<file path="src/rtl/mbp_pkg.sv">
package mbp_pkg;

	// Widths fixed by the register map and the result format.
	localparam int BB_W   = 13;  // block size register, also fill and byte counts
	localparam int BC_W   = 11;  // block count register
	localparam int MP_W   = 9;   // minimum part register
	localparam int LEN_W  = 13;  // message length
	localparam int SEQ_W  = 32;
	localparam int HDR_BYTES = 16;
	localparam int MIN_PART_MAX = 480;
	localparam int MIN_BLOCK_BYTES = 512;
	localparam int MIN_BLOCKS = 2;

	// Results per request that are delivered; any beyond are dropped.
	localparam int MAX_RES = 20;
	localparam int CNT_W   = $clog2(MAX_RES + 1);

	localparam int APB_AW = 4;
	localparam int APB_DW = 32;

	typedef enum logic [1:0] {
		REG_BLOCK_BYTES = 2'd0,
		REG_BLOCK_COUNT = 2'd1,
		REG_MIN_PART    = 2'd2,
		REG_NONE        = 2'd3
	} reg_idx_t;

	typedef enum logic [1:0] {
		KIND_PART   = 2'd0,
		KIND_SEAL   = 2'd1,
		KIND_REJECT = 2'd2
	} kind_t;

	typedef enum logic [0:0] {
		OP_PLACE = 1'b0,
		OP_SEAL  = 1'b1
	} op_t;

	typedef enum logic [3:0] {
		ST_IDLE,
		ST_DISPATCH,
		ST_SPACE,
		ST_MIN,
		ST_FIT,
		ST_SEAL,
		ST_PSZ,
		ST_PART,
		ST_REJ
	} state_t;

	// Effective (clamped) configuration handed to the sequencer.
	typedef struct packed {
		logic [BB_W-1:0] cap;    // usable bytes after the block header
		logic [BC_W-1:0] count;  // blocks in the ring
		logic [MP_W-1:0] minp;   // least data bytes of a part
	} cfg_t;

	typedef struct packed {
		kind_t       kind;
		logic [9:0]  block_index;
		logic [11:0] data_offset;
		logic [31:0] msg_seq;
		logic [3:0]  part_index;
		logic [11:0] part_bytes;
		logic [12:0] total_bytes;
		logic [31:0] block_seq;
		logic [11:0] used_bytes;
		logic        last;
	} res_t;

endpackage

</file>
<file path="src/rtl/message_block_packer.sv">
// Message block packer: lays messages out as parts in a ring of flash blocks.
// Input stream: one beat per request. s_tuser selects placing a message of
// s_tdata bytes or sealing the current block. Output stream: one beat per
// placed part, per sealed block, or per rejected empty or oversize message;
// m_tuser gives the kind and m_tlast marks the final beat of a request.
// Configuration goes through the APB port (block size, block count and
// minimum part size) and must be written only while the packer is idle
// (not enforced). Each request runs through a small sequencer around a
// single subtractor, one compare per cycle, from dispatch: a message on
// to space, minimum, fit, size and part per part, after a seal if it does
// not fit, a seal to seal if the block is not empty, a rejection to
// reject. The input is not ready until the request is done, but the next
// request is accepted while the last result waits in the output register.
// Reset clears the fill, the write block and both sequence numbers and
// restores the register defaults. When the receiver stalls, the sequencer
// holds at its next result until the output register frees up.
module message_block_packer import mbp_pkg::*; #(
	parameter int MAX_BLOCK_BYTES = 4096,
	parameter int MAX_BLOCKS      = 1024,
	parameter int MAX_MSG_BYTES   = 4096
) (
	input  logic              clk,
	input  logic              arst_n,
	input  logic              psel,
	input  logic              penable,
	input  logic              pwrite,
	input  logic [APB_AW-1:0] paddr,
	input  logic [APB_DW-1:0] pwdata,
	output logic [APB_DW-1:0] prdata,
	output logic              pready,
	input  logic              s_tvalid,
	output logic              s_tready,
	input  logic [15:0]       s_tdata,   // msg_len[12:0]
	input  logic [0:0]        s_tuser,   // op[0]
	output logic              m_tvalid,
	input  logic              m_tready,
	// block_index[9:0], data_offset[21:10], msg_seq[53:22], part_index[57:54],
	// part_bytes[69:58], total_bytes[82:70], block_seq[114:83],
	// used_bytes[126:115]
	output logic [127:0]      m_tdata,
	output logic [1:0]        m_tuser,   // kind[1:0]
	output logic              m_tlast
);

	cfg_t cfg;
	res_t res;

	mbp_regs #(
		.MAX_BLOCK_BYTES (MAX_BLOCK_BYTES),
		.MAX_BLOCKS      (MAX_BLOCKS)
	) u_regs (
		.clk     (clk),
		.arst_n  (arst_n),
		.psel    (psel),
		.penable (penable),
		.pwrite  (pwrite),
		.paddr   (paddr),
		.pwdata  (pwdata),
		.prdata  (prdata),
		.pready  (pready),
		.cfg     (cfg)
	);

	mbp_seq #(
		.MAX_BLOCKS    (MAX_BLOCKS),
		.MAX_MSG_BYTES (MAX_MSG_BYTES)
	) u_seq (
		.clk       (clk),
		.arst_n    (arst_n),
		.cfg       (cfg),
		.in_valid  (s_tvalid),
		.in_ready  (s_tready),
		.in_op     (op_t'(s_tuser[0])),
		.in_len    (s_tdata[LEN_W-1:0]),
		.out_valid (m_tvalid),
		.out_ready (m_tready),
		.out_res   (res)
	);

	assign m_tdata = {1'b0, res.used_bytes, res.block_seq, res.total_bytes,
		res.part_bytes, res.part_index, res.msg_seq, res.data_offset,
		res.block_index};
	assign m_tuser = res.kind;
	assign m_tlast = res.last;

endmodule

</file>
<file path="src/rtl/mbp_alu.sv">
module mbp_alu import mbp_pkg::*; (
	input  logic [BB_W-1:0] a,
	input  logic [BB_W-1:0] b,
	output logic [BB_W-1:0] diff,
	output logic            borrow
);

	// Single subtractor; borrow set means a < b.
	assign {borrow, diff} = {1'b0, a} - {1'b0, b};

endmodule

</file>
<file path="src/rtl/mbp_regs.sv">
module mbp_regs import mbp_pkg::*; #(
	parameter int MAX_BLOCK_BYTES = 4096,
	parameter int MAX_BLOCKS      = 1024
) (
	input  logic              clk,
	input  logic              arst_n,
	input  logic              psel,
	input  logic              penable,
	input  logic              pwrite,
	input  logic [APB_AW-1:0] paddr,
	input  logic [APB_DW-1:0] pwdata,
	output logic [APB_DW-1:0] prdata,
	output logic              pready,
	output cfg_t              cfg
);

	logic [BB_W-1:0] block_bytes_q;
	logic [BC_W-1:0] block_count_q;
	logic [MP_W-1:0] min_part_q;
	cfg_t            cfg_q;
	reg_idx_t        idx;
	logic            wr_en;

	function automatic logic [BB_W-1:0] cap_of(input logic [BB_W-1:0] v);
		logic [BB_W-1:0] e;
		if (v < BB_W'(MIN_BLOCK_BYTES)) begin
			e = BB_W'(MIN_BLOCK_BYTES);
		end else if (32'(v) > 32'(MAX_BLOCK_BYTES)) begin
			e = BB_W'(MAX_BLOCK_BYTES);
		end else begin
			e = v;
		end
		return e - BB_W'(HDR_BYTES);
	endfunction

	function automatic logic [BC_W-1:0] count_of(input logic [BC_W-1:0] v);
		logic [BC_W-1:0] e;
		if (v < BC_W'(MIN_BLOCKS)) begin
			e = BC_W'(MIN_BLOCKS);
		end else if (32'(v) > 32'(MAX_BLOCKS)) begin
			e = BC_W'(MAX_BLOCKS);
		end else begin
			e = v;
		end
		return e;
	endfunction

	function automatic logic [MP_W-1:0] minp_of(input logic [MP_W-1:0] v);
		logic [MP_W-1:0] e;
		if (v == '0) begin
			e = MP_W'(1);
		end else if (v > MP_W'(MIN_PART_MAX)) begin
			e = MP_W'(MIN_PART_MAX);
		end else begin
			e = v;
		end
		return e;
	endfunction

	assign idx    = reg_idx_t'(paddr[3:2]);
	assign pready = 1'b1;
	assign wr_en  = psel & penable & pwrite & pready;

	always_ff @(posedge clk or negedge arst_n) begin
		if (!arst_n) begin
			block_bytes_q <= BB_W'(4096);
			block_count_q <= BC_W'(1024);
			min_part_q    <= MP_W'(16);
		end else if (wr_en) begin
			case (idx)
				REG_BLOCK_BYTES: block_bytes_q <= pwdata[BB_W-1:0];
				REG_BLOCK_COUNT: block_count_q <= pwdata[BC_W-1:0];
				REG_MIN_PART:    min_part_q    <= pwdata[MP_W-1:0];
				default: ;
			endcase
		end
	end

	// Clamped copies are registered and follow the raw registers in the next cycle.
	always_ff @(posedge clk or negedge arst_n) begin
		if (!arst_n) begin
			cfg_q.cap   <= cap_of(BB_W'(4096));
			cfg_q.count <= count_of(BC_W'(1024));
			cfg_q.minp  <= minp_of(MP_W'(16));
		end else begin
			cfg_q.cap   <= cap_of(block_bytes_q);
			cfg_q.count <= count_of(block_count_q);
			cfg_q.minp  <= minp_of(min_part_q);
		end
	end

	assign cfg = cfg_q;

	always_comb begin
		case (idx)
			REG_BLOCK_BYTES: prdata = APB_DW'(block_bytes_q);
			REG_BLOCK_COUNT: prdata = APB_DW'(block_count_q);
			REG_MIN_PART:    prdata = APB_DW'(min_part_q);
			default:         prdata = '0;
		endcase
	end

endmodule

</file>
<file path="src/rtl/mbp_seq.sv">
module mbp_seq import mbp_pkg::*; #(
	parameter int MAX_BLOCKS    = 1024,
	parameter int MAX_MSG_BYTES = 4096
) (
	input  logic             clk,
	input  logic             arst_n,
	input  cfg_t             cfg,
	input  logic             in_valid,
	output logic             in_ready,
	input  op_t              in_op,
	input  logic [LEN_W-1:0] in_len,
	output logic             out_valid,
	input  logic             out_ready,
	output res_t             out_res
);

	localparam int BLK_W = (MAX_BLOCKS > 2) ? $clog2(MAX_BLOCKS) : 1;

	state_t             state_q, state_d;
	op_t                op_q;
	logic [LEN_W-1:0]   len_q;
	logic [BB_W-1:0]    rem_q, remn_q, space_q, mn_q, part_q, fill_q;
	logic               lastp_q;
	logic [3:0]         pidx_q;
	logic [SEQ_W-1:0]   mseq_q, mseql_q, bseq_q;
	logic [BLK_W-1:0]   wb_q;
	logic [CNT_W-1:0]   cnt_q;
	logic               out_valid_q;
	res_t               res_q;

	logic [BB_W-1:0]    alu_a, alu_b, alu_diff;
	logic               alu_borrow;
	logic [BB_W-1:0]    part_max;
	logic [BLK_W:0]     wb_inc;
	logic [BLK_W-1:0]   wb_next;
	logic [SEQ_W-1:0]   bseq_next;
	logic               suppress, can_emit, go, emit, fill_nz, bad_len, cap_hit;
	res_t               res_d;

	mbp_alu u_alu (
		.a      (alu_a),
		.b      (alu_b),
		.diff   (alu_diff),
		.borrow (alu_borrow)
	);

	assign suppress  = (cnt_q == CNT_W'(MAX_RES));
	assign cap_hit   = (cnt_q == CNT_W'(MAX_RES - 1));
	assign can_emit  = !out_valid_q || out_ready;
	assign go        = can_emit || suppress;
	assign fill_nz   = (fill_q != '0);
	assign bad_len   = (len_q == '0) || (32'(len_q) > 32'(MAX_MSG_BYTES));
	assign part_max  = space_q - BB_W'(HDR_BYTES);
	assign bseq_next = bseq_q + SEQ_W'(1);
	assign wb_inc    = (BLK_W+1)'(wb_q) + (BLK_W+1)'(1);
	// Wraps also when the index already lies beyond a reduced block count.
	assign wb_next   = (32'(wb_inc) >= 32'(cfg.count)) ? '0 : wb_inc[BLK_W-1:0];

	// Next state.
	always_comb begin
		state_d = state_q;
		case (state_q)
			ST_IDLE: begin
				if (in_valid) state_d = ST_DISPATCH;
			end
			ST_DISPATCH: begin
				if (op_q == OP_SEAL) begin
					state_d = fill_nz ? ST_SEAL : ST_IDLE;
				end else if (bad_len) begin
					state_d = ST_REJ;
				end else begin
					state_d = ST_SPACE;
				end
			end
			ST_SPACE: state_d = ST_MIN;
			ST_MIN:   state_d = ST_FIT;
			ST_FIT: begin
				state_d = alu_borrow ? ST_SEAL : ST_PSZ;
			end
			ST_SEAL: begin
				if (go || !fill_nz) state_d = (op_q == OP_SEAL) ? ST_IDLE : ST_PSZ;
			end
			ST_PSZ: state_d = ST_PART;
			ST_PART: begin
				if (go) state_d = lastp_q ? ST_IDLE : ST_SPACE;
			end
			ST_REJ: begin
				if (go) state_d = ST_IDLE;
			end
			default: state_d = ST_IDLE;
		endcase
	end

	// Shared unit operands, handshake and result contents.
	always_comb begin
		alu_a    = '0;
		alu_b    = '0;
		emit     = 1'b0;
		res_d    = '0;
		in_ready = (state_q == ST_IDLE);
		case (state_q)
			ST_SPACE: begin
				alu_a = cfg.cap;
				alu_b = fill_q;
			end
			ST_MIN: begin
				alu_a = rem_q;
				alu_b = BB_W'(cfg.minp);
			end
			ST_FIT: begin
				// A borrow means the part header and its least data do not fit.
				alu_a = space_q;
				alu_b = mn_q + BB_W'(HDR_BYTES);
			end
			ST_PSZ: begin
				alu_a = rem_q;
				alu_b = part_max;
			end
			ST_SEAL: begin
				emit              = go && fill_nz;
				res_d.kind        = KIND_SEAL;
				res_d.block_index = 10'(wb_q);
				res_d.block_seq   = bseq_next;
				res_d.used_bytes  = 12'(fill_q);
				res_d.last        = (op_q == OP_SEAL) || cap_hit;
			end
			ST_PART: begin
				emit              = go;
				res_d.kind        = KIND_PART;
				res_d.block_index = 10'(wb_q);
				res_d.data_offset = 12'(fill_q);
				res_d.msg_seq     = mseq_q;
				res_d.part_index  = pidx_q;
				res_d.part_bytes  = 12'(part_q);
				res_d.total_bytes = len_q;
				res_d.last        = lastp_q || cap_hit;
			end
			ST_REJ: begin
				emit       = go;
				res_d.kind = KIND_REJECT;
				res_d.last = 1'b1;
			end
			default: ;
		endcase
	end

	always_ff @(posedge clk or negedge arst_n) begin
		if (!arst_n) begin
			state_q     <= ST_IDLE;
			op_q        <= OP_PLACE;
			fill_q      <= '0;
			wb_q        <= '0;
			bseq_q      <= '0;
			mseql_q     <= '0;
			cnt_q       <= '0;
			pidx_q      <= '0;
			out_valid_q <= 1'b0;
		end else begin
			state_q <= state_d;
			if (emit && !suppress) begin
				out_valid_q <= 1'b1;
			end else if (out_ready) begin
				out_valid_q <= 1'b0;
			end
			if (emit && !suppress) cnt_q <= cnt_q + CNT_W'(1);
			case (state_q)
				ST_IDLE: begin
					if (in_valid) begin
						op_q  <= in_op;
						cnt_q <= '0;
					end
				end
				// The part counter restarts with every accepted request.
				ST_DISPATCH: pidx_q <= '0;
				ST_SEAL: begin
					if (emit) begin
						bseq_q <= bseq_next;
						wb_q   <= wb_next;
						fill_q <= '0;
					end
				end
				ST_PART: begin
					if (emit) begin
						fill_q <= fill_q + BB_W'(HDR_BYTES) + part_q;
						pidx_q <= pidx_q + 4'd1;
						if (lastp_q) mseql_q <= mseq_q;
					end
				end
				default: ;
			endcase
		end
	end

	// Payload registers of the sequencer.
	always_ff @(posedge clk) begin
		if (emit && !suppress) res_q <= res_d;
		case (state_q)
			ST_IDLE: begin
				if (in_valid) len_q <= in_len;
			end
			ST_DISPATCH: begin
				rem_q  <= BB_W'(len_q);
				mseq_q <= mseql_q + SEQ_W'(1);
			end
			ST_SPACE: space_q <= alu_borrow ? '0 : alu_diff;
			ST_MIN:   mn_q    <= alu_borrow ? rem_q : BB_W'(cfg.minp);
			ST_SEAL:  space_q <= cfg.cap;
			ST_PSZ: begin
				if (alu_borrow || alu_diff == '0) begin
					part_q  <= rem_q;
					remn_q  <= '0;
					lastp_q <= 1'b1;
				end else begin
					part_q  <= part_max;
					remn_q  <= alu_diff;
					lastp_q <= 1'b0;
				end
			end
			ST_PART: begin
				if (emit) rem_q <= remn_q;
			end
			default: ;
		endcase
	end

	assign out_valid = out_valid_q;
	assign out_res   = res_q;

endmodule
</file>
<file path="config.mk">
export PLATFORM = sky130hd
export DESIGN_NAME = message_block_packer
export DESIGN_NICKNAME = d
export VERILOG_FILES = /design/src/rtl/mbp_pkg.sv /design/src/rtl/message_block_packer.sv /design/src/rtl/mbp_alu.sv /design/src/rtl/mbp_regs.sv /design/src/rtl/mbp_seq.sv
export SDC_FILE = /design/constraint.sdc
export NUM_CORES = 1
export LEC_CHECK = 0
export BUFFER_PORTS_ARGS = -buffer_cell sky130_fd_sc_hd__buf_2
export CORE_MARGIN = 1
export CORE_UTILIZATION = 45
export CTS_CLUSTER_DIAMETER = 100
export CTS_CLUSTER_SIZE = 8
export DETAILED_ROUTE_END_ITERATION = 16
export GPL_ROUTABILITY_DRIVEN = 0
export GPL_TIMING_DRIVEN = 0
export HOLD_SLACK_MARGIN = 0.1
export SLEW_MARGIN = 10
export SYNTH_ARGS = -nofsm -noshare
export SYNTH_HDL_FRONTEND = slang
export SYNTH_SLANG_ARGS = --single-unit
</file>
<file path="constraint.sdc">
create_clock -name clk -period 5.9 [get_ports clk]
set_input_delay 1.77 -clock clk [delete_from_list [all_inputs] [get_ports clk]]
set_output_delay 1.77 -clock clk [all_outputs]
set_load 0.005 [all_outputs]
</file>
==> flow_metrics.env, run 1 <==
export IMPL_antenna_found_initial=1
export IMPL_ys_seq_elements=409
export IMPL_area_growth_syn_to_layout_pct=17.7
export IMPL_die_area_um2=43600
export IMPL_post_route_period_util=0.903
export IMPL_cap_violations=0
export IMPL_endpoint="u_seq.part_q[10]"
export IMPL_die_h_um=209
export IMPL_yosys_warnings=0
export IMPL_cts_tree="yes"
export IMPL_use_met2=0.330
export IMPL_syn_inst=1594
export IMPL_clkTransAtPathRegs_ns=0.05
export IMPL_htreeDepth=2
export IMPL_crit_required_ns=6.24
export IMPL_rr_endpoint="u_seq.part_q[10]"
export IMPL_place_hpwl_um=31600
export IMPL_reg2reg_from="u_seq.state_q[1]"
export IMPL_grt_pass1_wl_um=70300
export IMPL_slew_limit_headroom=0.174
export IMPL_vias_per_cell=5.24
export IMPL_setup_viol_count_final=0
export IMPL_cpMostUsedCell="clkbuf_1"
export IMPL_synth_edf_count=241
export IMPL_detail_route_antenna_nets=0
export IMPL_path_depth=17
export IMPL_skew_ns=0.0229
export IMPL_wl_per_cell_um=18.2
export IMPL_critPathSlowestCell="nor3_2"
export IMPL_placed_area_um2=21000
export IMPL_period_minus_slack_ns=5.33
export IMPL_clk_latency_ns=0.59
export IMPL_yosysUniqueCellTypes=71
export IMPL_io_buffers=179
export IMPL_grt_use_met3=0.0338
export IMPL_cp_startpoint="u_seq.state_q[1]"
export IMPL_ir_drop_mv=0.290
export IMPL_end_kind="flop"
export IMPL_slowest_delay_ns=0.57
export IMPL_arrival_ns=5.66
export IMPL_grtUsageTotal=0.206
export IMPL_leakage_nw=9.65
export IMPL_r2r_worst_path_cells=17
export IMPL_overflow=0
export IMPL_worst_pin_slew_ns=1.24
export IMPL_synth_seq_area_share=0.595
export IMPL_cts_buffers=57
export IMPL_fp_dieW_um=209
export IMPL_r2r_slack_ns=0.57
export IMPL_rsz0062_at_grt="false"
export IMPL_nets=1972
export IMPL_stdcell_area_um2=22700
export IMPL_use_met1=0.286
export IMPL_start_kind="flop"
export IMPL_syn_area_um2=19200
export IMPL_syn_avg_cell_area_um2=12.1
export IMPL_drtIter0Drc=869
export IMPL_grt_pass1_vias=12700
export IMPL_finalHoldViolations=0
export IMPL_rows=75
export IMPL_critical_path_peak_fanout=10
export IMPL_min_path_type="reg2reg"
export IMPL_slew_viol_final=0
export IMPL_status="finished clean"
export IMPL_post_route_drc_count=0
export IMPL_root_buffer="clkbuf_16"
export IMPL_initial_utilization=0.458
export IMPL_dr_pass1_iters=5
export IMPL_ioPinCount=226
export IMPL_numClockSinks=409
export IMPL_drive_above_1_share=0.208
export IMPL_busiest_layer="met2"
export IMPL_critical_path_top_delay_family="buffers and inverters"
export IMPL_cts_hold_buf=0
export IMPL_crit_buf_inv=4
export IMPL_grt_max_degree=110
export IMPL_postLayoutCoreUtil=0.539
export IMPL_crit_chain="clkbuf_1 > nand2_1 > nor3_2 > clkbuf_1 > a222oi_1 > ha_1 > fa_1 > nand2b_1 > a21oi_1 > o21ai_0 > a211o_1 > xnor2_1 > nor4_1 > a41o_1 > buf_6 > buf_8 > mux2_4"
export IMPL_fmax_mhz=188
export IMPL_synth_main_ff_cell="edfxtp_1"
export IMPL_drt_wl_total_um=44600
export IMPL_path_class="reg2reg"
export IMPL_async_reset_ff_frac=0.411
export IMPL_p_per_area_nw_per_um2=540
export IMPL_design_core_area_um2=42000
export IMPL_cts_path_max_buffers=3
export IMPL_num_vias=12800
## cells in the mapped netlist (5+ instances only)
library cell	instances	area, um2
mux2_2	85	957
buf_4	22	165
xnor2_1	74	648
a22o_1	7	61.3
and2_1	116	726
a211oi_1	9	67.6
or3_1	6	37.5
nand2b_1	6	37.5
nor4_1	14	87.6
nand3_1	50	250
inv_1	62	233
edfxtp_1	241	7240
nor2_1	102	383
and3_1	22	138
xor2_1	57	499
buf_2	6	30.0
buf_1	5	18.8
clkbuf_1	47	176
a21o_1	7	52.6
mux2i_1	12	120
nor2b_1	14	87.6
nor3_1	24	120
o41ai_1	5	43.8
and4_1	6	52.6
a21oi_1	26	130
nand2_1	171	642
a222oi_1	20	200
dfstp_2	13	342
dfrtp_1	155	3880
o21ai_0	52	260
o31ai_1	19	143
ha_1	56	701
nand4_1	11	68.8
## state kept, by name, summed over array words and instances (netlist names), 4 cells and up
name / count
u_seq.bseq_q: 32
u_regs.cfg: 33
u_seq.part_q: 13
u_regs.min_part_q: 9
u_seq.state_q: 4
u_seq.mn_q: 13
u_regs.block_count_q: 11
u_seq.wb_q: 10
u_seq.mseq_q: 32
u_seq.space_q: 13
u_seq.rem_q: 13
u_seq.fill_q: 13
u_regs.block_bytes_q: 13
u_seq.pidx_q: 4
u_seq.out_res: 130
u_seq.len_q: 13
u_seq.mseql_q: 32
u_seq.cnt_q: 5
u_seq.remn_q: 13
## worst reg2reg max path, stage by stage, from the launching register on
cell and delay, ns:
dfrtp_1 0.36, clkbuf_1 0.38, nand2_1 0.12, nor3_2 0.57, clkbuf_1 0.49, a222oi_1 0.19, ha_1 0.30, fa_1 0.41
nand2b_1 0.20, a21oi_1 0.21, o21ai_0 0.10, a211o_1 0.31, xnor2_1 0.14, nor4_1 0.34, a41o_1 0.28, buf_6 0.19
buf_8 0.18, mux2_4 0.31
## repair_timing
action	in CTS	in global routing
gates resized for setup	0	1
setup buffers	0	0
hold endpoints to repair	0	0
setup endpoints to repair	0	5
## where the power goes
part           internal [mW]  switching, mW  total, mW  leakage (nW)
clock                   1.86           1.20       3.06         0.791
sequential              4.15          0.563       4.72          4.50
combinational           1.88           2.59       4.46          4.36
## layout by cell type, fill, tap and decap left out, types with 60 or more instances in the layout
master / instances
and2_1: 116
buf_2: 184
clkbuf_1: 93
dfrtp_1: 155
edfxtp_1: 241
inv_1: 60
mux2_2: 85
nand2_1: 171
nor2_1: 102
xnor2_1: 74
## cell families (layout without fill, tap and decap cells)
kind of cell    Yosys count  count (layout)  share of synthesized area
flops                   409             409                      0.595
fa+ha+maj                58              58                     0.0385
simple gates            564             564                      0.146
compound gates          180             180                     0.0653
buf+inv                 149             439                     0.0360
other cells               2              22                   0.000390
mux                     101             101                     0.0591
xor+xnor                131             131                     0.0596
## per-stage QoR
step	setup TNS (ns)	total power, mW	std cells	worst slack, ns	hold slack (ns)
finish	0	12.2	2443	0.574	0.496
global route	0	12.9	2443	0.258	0.501
CTS	0	12.3	2442	0.335	0.496
detailed placement	0	9.19	2334	0.355	0.488
global placement	-174.60	9.12	2331	-1.50	0.477
floorplan	0	7.76	1613	0.202	0.446
## routing by layer
| layer | routed length, um | share of wire |
|---|---|---|
| met1 | 20500 | 0.46 |
| met5 | 0 | 0 |
| met2 | 20700 | 0.46 |
| met3 | 2260 | 0.051 |
| met4 | 1100 | 0.025 |
## worst min-delay path by stage
stage                     depth (start not counted)                     from                 to  slack, ns
after detailed placement                          1         u_seq.mseq_q[23]  u_seq.mseql_q[23]       0.49
after global routing                              2          u_seq.remn_q[3]     u_seq.rem_q[3]       0.50
final                                             1         u_seq.bseq_q[31]   u_seq.bseq_q[31]       0.50
after global placement                            1         u_seq.bseq_q[31]   u_seq.bseq_q[31]       0.48
after CTS                                         1         u_seq.bseq_q[31]   u_seq.bseq_q[31]       0.50
after floorplan                                   1  u_regs.block_bytes_q[4]     u_regs.cfg[24]       0.45
## final cells by class
class / instances / area, um2
Antenna cell: 1 / 2.50
Buffer: 86 / 457
Clock buffer: 106 / 1650
Clock inverter: 2 / 17.5
Fill cell: 3646 / 19400
Inverter: 63 / 241
Multi-Input combinational cell: 1055 / 7170
Sequential cell: 409 / 11500
Tap cell: 539 / 674
Timing Repair Buffer: 182 / 981
(Power assumes the default switching activity.)
==> run 2: changes to the inputs <==
--- a/config.mk
+++ b/config.mk
@@ -8,5 +8,5 @@
 export BUFFER_PORTS_ARGS = -buffer_cell sky130_fd_sc_hd__buf_2
 export CORE_MARGIN = 1
-export CORE_UTILIZATION = 45
+export CORE_UTILIZATION = 25
 export CTS_CLUSTER_DIAMETER = 100
 export CTS_CLUSTER_SIZE = 8
==> constraint.sdc (replaced) <==
create_clock -name clk -period 5.9 [get_ports clk]
set_input_delay 1.77 -clock clk [delete_from_list [all_inputs] [get_ports clk]]
set_output_delay 1.77 -clock clk [all_outputs]
set_load 0.05 [all_outputs]
==> run 2 against run 1 <==
Clock power barely moved. Clock skew fell by 0.0073 ns. Register-to-register slack got worse by 0.20 ns. Combinational power rose by 20%. Clock-buffer cell count fell by 1. Maximum frequency fell by 3.7%. Die area rose by 79%. Final cell count rose by 20%. Hold slack improved by 0.0049 ns. Non-clock buffer count did not move. Critical path depth did not move. Design area rose by 2.8%. Largest power group is now combinational logic.
==> flow_metrics.env, run 2 (synthesis gave the netlist of run 1 again) <==
export IMPL_status="finished clean"
export IMPL_grt_pass1_wl_um=75900
export IMPL_numClockSinks=409
export IMPL_fmax_mhz=181
export IMPL_ir_drop_mv=0.341
export IMPL_end_kind="flop"
export IMPL_cts_tree="yes"
export IMPL_area_growth_syn_to_layout_pct=21.0
export IMPL_crit_required_ns=6.25
export IMPL_root_buffer="clkbuf_16"
export IMPL_skew_ns=0.0157
export IMPL_overflow=0
export IMPL_design_core_area_um2=76100
export IMPL_clkTransAtPathRegs_ns=0.05
export IMPL_io_buffers=179
export IMPL_cts_buffers=57
export IMPL_ioPinCount=226
export IMPL_die_h_um=279
export IMPL_finalHoldViolations=0
export IMPL_fillers=7784
export IMPL_setup_viol_count_final=0
export IMPL_initial_utilization=0.253
export IMPL_dr_pass1_iters=9
export IMPL_cts_resized_gates=0
export IMPL_place_hpwl_um=36200
export IMPL_clk_latency_ns=0.61
export IMPL_post_route_period_util=0.937
export IMPL_cts_path_max_buffers=3
export IMPL_path_class="reg2reg"
export IMPL_layout_common_cells="edfxtp_1 (241), buf_2 (184), nand2_1 (171), dfrtp_1 (155), and2_1 (116)"
export IMPL_dp_cells=2825
export IMPL_detail_route_antenna_nets=0
export IMPL_nets=1972
export IMPL_num_vias=13000
export IMPL_period_minus_slack_ns=5.53
export IMPL_slew_limit_headroom=0.141
export IMPL_slew_viol_final=0
export IMPL_final_common_cell="edfxtp_1"
export IMPL_grtUsageTotal=0.125
export IMPL_instances_no_fill=2933
export IMPL_finalSetupTns_ns=0
export IMPL_die_area_um2=78100
export IMPL_critical_path_peak_fanout=10
export IMPL_postCtsSetupRepairBufs=0
export IMPL_rows=101
export IMPL_wl_per_cell_um=16.8
export IMPL_rsz0062_at_grt="false"
export IMPL_cap_violations=0
export IMPL_drt_wl_total_um=49400
export IMPL_p_per_area_nw_per_um2=567
export IMPL_arrival_ns=5.88
export IMPL_worst_pin_slew_ns=1.28
export IMPL_cts_hold_buf=0
export IMPL_min_path_type="reg2reg"
export IMPL_htreeDepth=2
export IMPL_diodes=0
export IMPL_grt_max_degree=105
export IMPL_leakage_nw=9.66
export IMPL_largest_register_ffs=130
export IMPL_fp_dieW_um=279
export IMPL_vias_per_cell=4.43
export IMPL_antenna_found_initial=4
export IMPL_post_route_drc_count=0
export IMPL_grt_pass1_vias=12900
export IMPL_drtIter0Drc=1046
export IMPL_start_kind="flop"
export IMPL_drive_above_1_share=0.208
[run 2: cell count changes in the layout (fill, tap and decap cells not counted), sizes merged]
| cell | before | now |
|---|---|---|
| clkbuf | 154 | 153 |
| clkinv | 2 | 3 |
| diode | 1 | 0 |
[run 2: area by class of cell]
type	count	area, um2	share of cell area
buffer	86	457	0.0196
clock buffer	105	1650	0.0708
clock inverter	3	41.3	0.00177
inverter	63	241	0.0104
multi-input combinational	1055	7160	0.308
sequential	409	11500	0.492
tap	1030	1290	0.0554
timing repair buffer	182	981	0.0421
[run 2: layer usage]
metal	global-route usage	up-vias	routed length (um)
met5	0	-	22
met4	0.0397	4	1230
met3	0.0263	83	3030
met2	0.205	417	23200
met1	0.165	6331	21900
li1	-	6160	-
[run 2: metrics by stage]
stage          hold WS (ns)   util  area, um2  setup WS [ns]  total power, mW
2_1_floorplan         0.446      -      19300          0.201             8.52
3_3_place_gp          0.476  0.283      21500          -1.87             10.0
3_5_place_dp          0.488  0.284      21600          0.576             10.1
4_1_cts               0.502  0.306      23300          0.521             13.3
5_1_grt               0.524  0.306      23300          0.114             13.9
6_report              0.501  0.306      23300          0.370             13.2
[run 2: critical path, stage by stage (launching register included)]
cell	delay [ns]
dfrtp_1	0.37
clkbuf_1	0.37
nand2_1	0.10
nor3_1	0.77
clkbuf_1	0.50
a222oi_1	0.18
ha_1	0.30
fa_1	0.42
nand2b_1	0.20
a21oi_1	0.23
o21ai_0	0.15
a211o_1	0.33
xnor2_1	0.14
nor4_1	0.30
a41o_1	0.25
buf_6	0.18
buf_8	0.17
mux2_4	0.31
[run 2: power by group]
group          switching (mW)  internal [mW]
clock                    1.23           1.86
sequential              0.608           4.15
combinational            3.45           1.89
[run 2: final timing paths]
check	from	end	slack [ns]	depth (start not counted)
min	u_seq.mseq_q[5]	u_seq.mseql_q[5]	0.50	1
max in group asynchronous	arst_n	u_regs.min_part_q[7]	3.82	2
min reg2reg	u_seq.mseq_q[5]	u_seq.mseql_q[5]	0.50	1
max	u_seq.state_q[1]	u_seq.part_q[11]	0.37	17
min in group asynchronous	arst_n	u_seq.mseql_q[4]	1.09	1
max reg2reg	u_seq.state_q[1]	u_seq.part_q[11]	0.37	17
